--- config.mk ---
export PLATFORM = sky130hd
export DESIGN_NAME = bpc_udiv
export DESIGN_NICKNAME = d
export VERILOG_FILES = /design/src/rtl/bpc_udiv.sv
export SDC_FILE = /design/constraint.sdc
export NUM_CORES = 2
export LEC_CHECK = 0
export BUFFER_PORTS_ARGS = -buffer_cell sky130_fd_sc_hd__buf_2
export CORE_ASPECT_RATIO = 0.8
export CORE_MARGIN = 1.5
export CORE_UTILIZATION = 50
export DETAILED_ROUTE_END_ITERATION = 16
export PLACE_DENSITY = 0.68
export SYNTH_ARGS = -nofsm -noshare
export SYNTH_HDL_FRONTEND = slang
export SYNTH_SLANG_ARGS = --single-unit
--- constraint.sdc ---
create_clock -name clk_i -period 3.6 [get_ports clk_i]
set_clock_uncertainty 0.1 [all_clocks]
set_input_delay 0.72 -clock clk_i [delete_from_list [all_inputs] [get_ports clk_i]]
set_output_delay 0.72 -clock clk_i [all_outputs]
set_load 0.005 [all_outputs]
--- src/rtl/bpc_udiv.sv ---
// ----------------------------------------------------------------------------
// bpc_udiv: pipelined unsigned restoring divider
// One quotient bit per stage, Width stages, side data travels with each item.
// ----------------------------------------------------------------------------
module bpc_udiv #(
  parameter int unsigned Width = 32,
  parameter int unsigned SideW = 1
) (
  input  logic             clk_i,
  input  logic             rst_ni,
  input  logic             en_i,
  input  logic             valid_i,
  input  logic [Width-1:0] dvd_i,
  input  logic [Width-1:0] dsr_i,
  input  logic [SideW-1:0] side_i,
  output logic             valid_o,
  output logic [Width-1:0] quo_o,
  output logic [SideW-1:0] side_o
);

  logic             vld_q  [Width];
  logic [Width-1:0] rem_q  [Width];
  logic [Width-1:0] dvd_q  [Width];
  logic [Width-1:0] dsr_q  [Width];
  logic [SideW-1:0] side_q [Width];

  for (genvar k = 0; k < Width; k++) begin : g_stage
    logic             vld_in;
    logic [Width-1:0] rem_in, dvd_in, dsr_in;
    logic [SideW-1:0] side_in;
    logic [Width:0]   trial;
    logic [Width-1:0] rem_d, dvd_d;

    if (k == 0) begin : g_first
      assign vld_in  = valid_i;
      assign rem_in  = '0;
      assign dvd_in  = dvd_i;
      assign dsr_in  = dsr_i;
      assign side_in = side_i;
    end else begin : g_next
      assign vld_in  = vld_q[k-1];
      assign rem_in  = rem_q[k-1];
      assign dvd_in  = dvd_q[k-1];
      assign dsr_in  = dsr_q[k-1];
      assign side_in = side_q[k-1];
    end

    // shift in the next dividend bit and try the subtract
    always_comb begin
      trial = {rem_in, dvd_in[Width-1]} - {1'b0, dsr_in};
      if (!trial[Width]) begin
        rem_d = trial[Width-1:0];
        dvd_d = {dvd_in[Width-2:0], 1'b1};
      end else begin
        rem_d = {rem_in[Width-2:0], dvd_in[Width-1]};
        dvd_d = {dvd_in[Width-2:0], 1'b0};
      end
    end

    always_ff @(posedge clk_i or negedge rst_ni) begin
      if (!rst_ni) begin
        vld_q[k] <= 1'b0;
      end else if (en_i) begin
        vld_q[k] <= vld_in;
      end
    end

    always_ff @(posedge clk_i) begin
      if (en_i) begin
        rem_q[k]  <= rem_d;
        dvd_q[k]  <= dvd_d;
        dsr_q[k]  <= dsr_in;
        side_q[k] <= side_in;
      end
    end
  end

  assign valid_o = vld_q[Width-1];
  assign quo_o   = dvd_q[Width-1];
  assign side_o  = side_q[Width-1];

endmodule

# Yosys cells after proc, flatten, opt, wreduce, memory -nomap -nowiden
# Memory sizes are Yosys's and may differ from the RTL's.
# Cells that the tools add are included.
# word_totals
wordCells	134
mem_count	4
register_bits	32
output_inout_bits	34
ramBits	3104
# mem_list
name	depth	word_bits	read_ports	rd_ports_with_merged_regs	wr	line	text
dsr_q	32	32	31	0	32	24	logic [Width-1:0] dsr_q [Width];
dvd_q	32	32	32	0	32	23	logic [Width-1:0] dvd_q [Width];
rem_q	32	32	31	0	32	22	logic [Width-1:0] rem_q [Width];
side_q	32	1	32	0	32	25	logic [SideW-1:0] side_q [Width];
# classes
n_mux	66
addsub	32
# ops
operator	count
2-to-1 mux 32 bit	32
subtractor 33 x 32 -> 33 bit	31
2-to-1 mux 1 bit	34
subtractor 1 x 32 -> 33 bit	1

# Depth between registers and ports, before layout
# An unclocked memory read counts as a cell.
# depth
depth_word	3
depth_mapped	15
mapped_depth_nobuf	14

# Worst setup path before layout
# OpenSTA, ideal clock, no wires.
# synth_timing
path_kind	register to register
start	memory dsr_q[12][0]
end	memory rem_q[13][24], in the netlist rem_q[6][56], data pin
stages_incl_launch_ff	14
t_arrival_ps	3388
setup_slack_ps	-148
path_cell_list	edfxtp_1 ha_1 fa_1 nor2b_1 o21ai_0 a21boi_0 o311a_1 o41ai_1 a21oi_1 a211oi_1 a311oi_1 xor2_1 buf_2 mux2_2
# synth_rtl
element	line
start, declared	24
end, declared	22

==> qor.yml <==
timing:
  setup_viol: 722
  fin_crit_ns: 3.98
  layout_setup_ws_ns: -0.383
  tns_ns: -122.53
  slew_violations: 0
  worst_slew_pin_slew_ns: 0.859
  finalHoldViolCount: 0
  rsz0062_at_grt: "yes"
  fin_crit_sh_pct: 111
  slew_headroom_pct: 42.5
  fmax_mhz: 251
  hold_ws_ns: 0.168
power:
  ir_drop_v: 0.000488
  total_power_mw: 195
  swShare_pct: 35.9
  p_comb_share_pct: 53.0
  power.density_mw_per_mm2: 997
  switchingPower_mw: 70.2
  power_leakage_nw: 82.0
  intPower_mw: 125
  p_clk_share_pct: 17.1
  p_seq_share_pct: 29.9
route:
  dr.pass1.iters: 8
  wl_per_cell_microns: 21.2
  drt-total-wl_mm: 409
  via_per_inst: 5.60
  drc: 0
  dr_total_vias: 108000
  first_iter_violations: 9252
  drtAntennaViolNets: 0
yosys:
  yosysWarnings: 0
  synth_cells: 12600
  synth_edf_count: 3040
  yosysSeqAreaShare_pct: 58.2
  yosys.area.top_type: "edfxtp_1"
  synth_top_area_share_pct: 57.6
  avgSynthCellArea_sq_um: 12.6
  synth_top_cells_by_area: "edfxtp_1 (58%), ha_1 (7.8%), mux2_2 (5.6%)"
  synthArstFlopShare_pct: 1.04
  syn_area_sq_mm: 0.158
  ys.flop_type: "edfxtp_1"
  yosysUniqueCellTypes: 92
  synth_seq_cells: 3072
worst_setup_path:
  end_kind: "flip-flop"
  worst-path-max-fanout: 6
  crit_family: "compound AO/OA/AOI/OAI gates"
  crit_path_cell_trace: "ha_2 -> fa_2 -> nor2b_2 -> o31a_1 -> o31ai_4 -> a2111o_1 -> a211oi_2 -> nor3_2 -> o31ai_2 -> buf_4 -> xor2_4 -> buf_8 -> buf_12 -> mux2_4"
  critPathMaxStageDelay_ns: 0.49
  crit_slowest_cell: "a2111o_1"
  path_class: "flip-flop to flip-flop"
  cp.required_ns: 4.10
  cp.arrival_ns: 4.49
  cp_num_buf_inv: 3
  startpoint_type: "flip-flop"
floorplanning:
  die_x_microns: 632
  core_sq_mm: 0.315
  die_height_microns: 506
  row_count: 184
  die_area_sq_mm: 0.320
  ioPinCount: 103
  initial_utilization_pct: 50.3
cts:
  root_buffer: "clkbuf_16"
  cts.path.max_buffers: 4
  path_clk_slew_ns: 0.07
  htree_levels: 5
  cts_sinks: 3072
  cts_tree: "built"
  cts_buffers: 324
  clk_latency_ns: 0.90
global_route:
  grt_first_pass_wirelength_mm: 615
  grt_usage_pct: 24.4
  antenna_found_initial: 9
  grt-ovfl-total: 0
  grt_pass1_vias: 106000
  grt_max_degree: 134
placement:
  hpwlAfterDp_mm: 295
  gp_congestion: 0.945
  dp_cells: 18400
  numPortBuffers: 102
finish:
  stdcell_count: 19300
  drive_above_1_share_pct: 26.1
  syn_to_final_growth_pct: 23.8
  fin_util_pct: 62.3
  n_fill_cell: 24200
  final_nets: 16000
flow_run:
  maxCapViolations: 0
outcome:
  violations: "negative setup slack"
  status: "finished with violations"
min_path:
  holdCritPathClass: "input port to flip-flop"
[per-stage QoR]
step | setup WS (ns) | area [sq um]
detailed placement | -0.588 | 178000
finish | -0.383 | 196000
global placement | -1.33 | 178000
CTS | -0.397 | 192000
floorplan | -0.0684 | 158000
global route | -0.546 | 196000
[per-layer routing]
| metal | part of all wire (%) | routed length (microns) | global-route usage [%] | vias up |
|---|---|---|---|---|
| li1 | - | - | - | 51500 |
| met1 | 48 | 198000 | 37.6 | 53000 |
| met2 | 43 | 177000 | 36.6 | 3127 |
| met3 | 5.9 | 24000 | 3.23 | 585 |
| met4 | 2.4 | 9960 | 5.91 | 4 |
| met5 | 0.0059 | 24 | 0 | - |
[tightest hold or removal path: cells and delay by family]
| kind | cells | cell delay [ns] |
|---|---|---|
| AOI/OAI and AO/OA | 1 | 0.07 |
| buffers and inverters | 1 | 0.11 |
| and+or+nand+nor | 1 | 0.09 |
[cell usage after synthesis, types with 77 or more instances]
cell type	number
edfxtp_1	3040
inv_1	1272
ha_1	993
a21oi_1	891
mux2_2	784
nor2_1	600
o21ai_0	600
nand2_1	579
xnor2_1	524
a21o_1	498
xor2_1	269
clkbuf_1	243
nand3_1	167
o21a_1	165
nand4_1	150
nor2b_1	139
nor3_1	137
nand2b_1	136
o21bai_1	95
a211oi_1	90
a31oi_1	90
mux2i_1	84
o31ai_1	77
[cells by family (layout without fill, tap and decap cells)]
group,Yosys count,after routing,share of synthesized area (%)
adder cells (fa/ha/maj),1023,1023,8.23
AND/OR/NAND/NOR,2232,2232,6.86
other,1,26,0.00237
buffers and inverters,1597,4119,3.86
multiplexers,868,868,6.11
AO/OA/AOI/OAI,3029,3029,12.4
flip-flops,3072,3072,58.2
XOR/XNOR,795,795,4.41
[sequential cells by signal, summed over array words and instances (netlist names)]
signal          count
valid_o             1
g_stage.vld_in     31
side_q             32
rem_q             992
dsr_q             992
dvd_q            1024
[final timing paths]
path                                         from                        endpoint  slack (ns)  depth (start not counted)
setup / recovery            dsr_q[2][0]$_DFFE_PP_          rem_q[1][50]$_DFFE_PP_       -0.38                         14
hold / removal                          dvd_i[31]           rem_q[0][0]$_DFFE_PP_        0.17                          3
setup reg to reg            dsr_q[2][0]$_DFFE_PP_          rem_q[1][50]$_DFFE_PP_       -0.38                         14
hold reg to reg            dvd_q[26][9]$_DFFE_PP_         dvd_q[27][10]$_DFFE_PP_        0.27                          0
max in group asynchronous                  rst_ni  g_stage[10].vld_in$_DFFE_PN0P_        2.60                          2
min in group asynchronous                  rst_ni   g_stage[1].vld_in$_DFFE_PN0P_        0.36                          2
[layout by cell type, fill, tap and decap left out, drive strengths merged, types with 270 or more instances in the layout]
cell    netlist  layout
ha          993     993
xnor2       525     525
mux2        784     784
nand2       579     579
a21o        498     498
o21ai       608     608
clkbuf      244     425
inv        1272    1283
nor2        600     600
a21oi       891     891
buf          81    2176
xor2        270     270
edfxtp     3040    3040
[what timing repair did]
item	4_1_cts	5_1_grt
endpoints found under the hold margin	96	0
setup endpoints to repair	974	981
pin swaps	106	188
gates resized for setup	396	600
setup buffers	85	158
gates cloned	26	37
hold buffers	65	0
[layout make-up]
cell class / instances / area [sq um] / share of cell area (%)
Clock buffer: 397 / 8480 / 4.32
Tap cell: 4185 / 5240 / 2.67
Clock inverter: 181 / 2060 / 1.05
Timing Repair Buffer: 2269 / 19400 / 9.89
Inverter: 1272 / 4790 / 2.44
Antenna cell: 11 / 27.5 / 0.0140
Sequential cell: 3072 / 92100 / 47.0
Multi-Input combinational cell: 7962 / 64000 / 32.6
[power by group through the flow]
stage          Combinational [mW]  Clock (mW)  Sequential, mW
2_1_floorplan                58.2           0            55.0
3_3_place_gp                 85.0           0            59.0
3_5_place_dp                 86.9           0            58.9
4_1_cts                      93.6        34.3            58.3
5_1_grt                       112        35.6            59.1
6_report                      104        33.5            58.4
(Power assumes the default switching activity.)
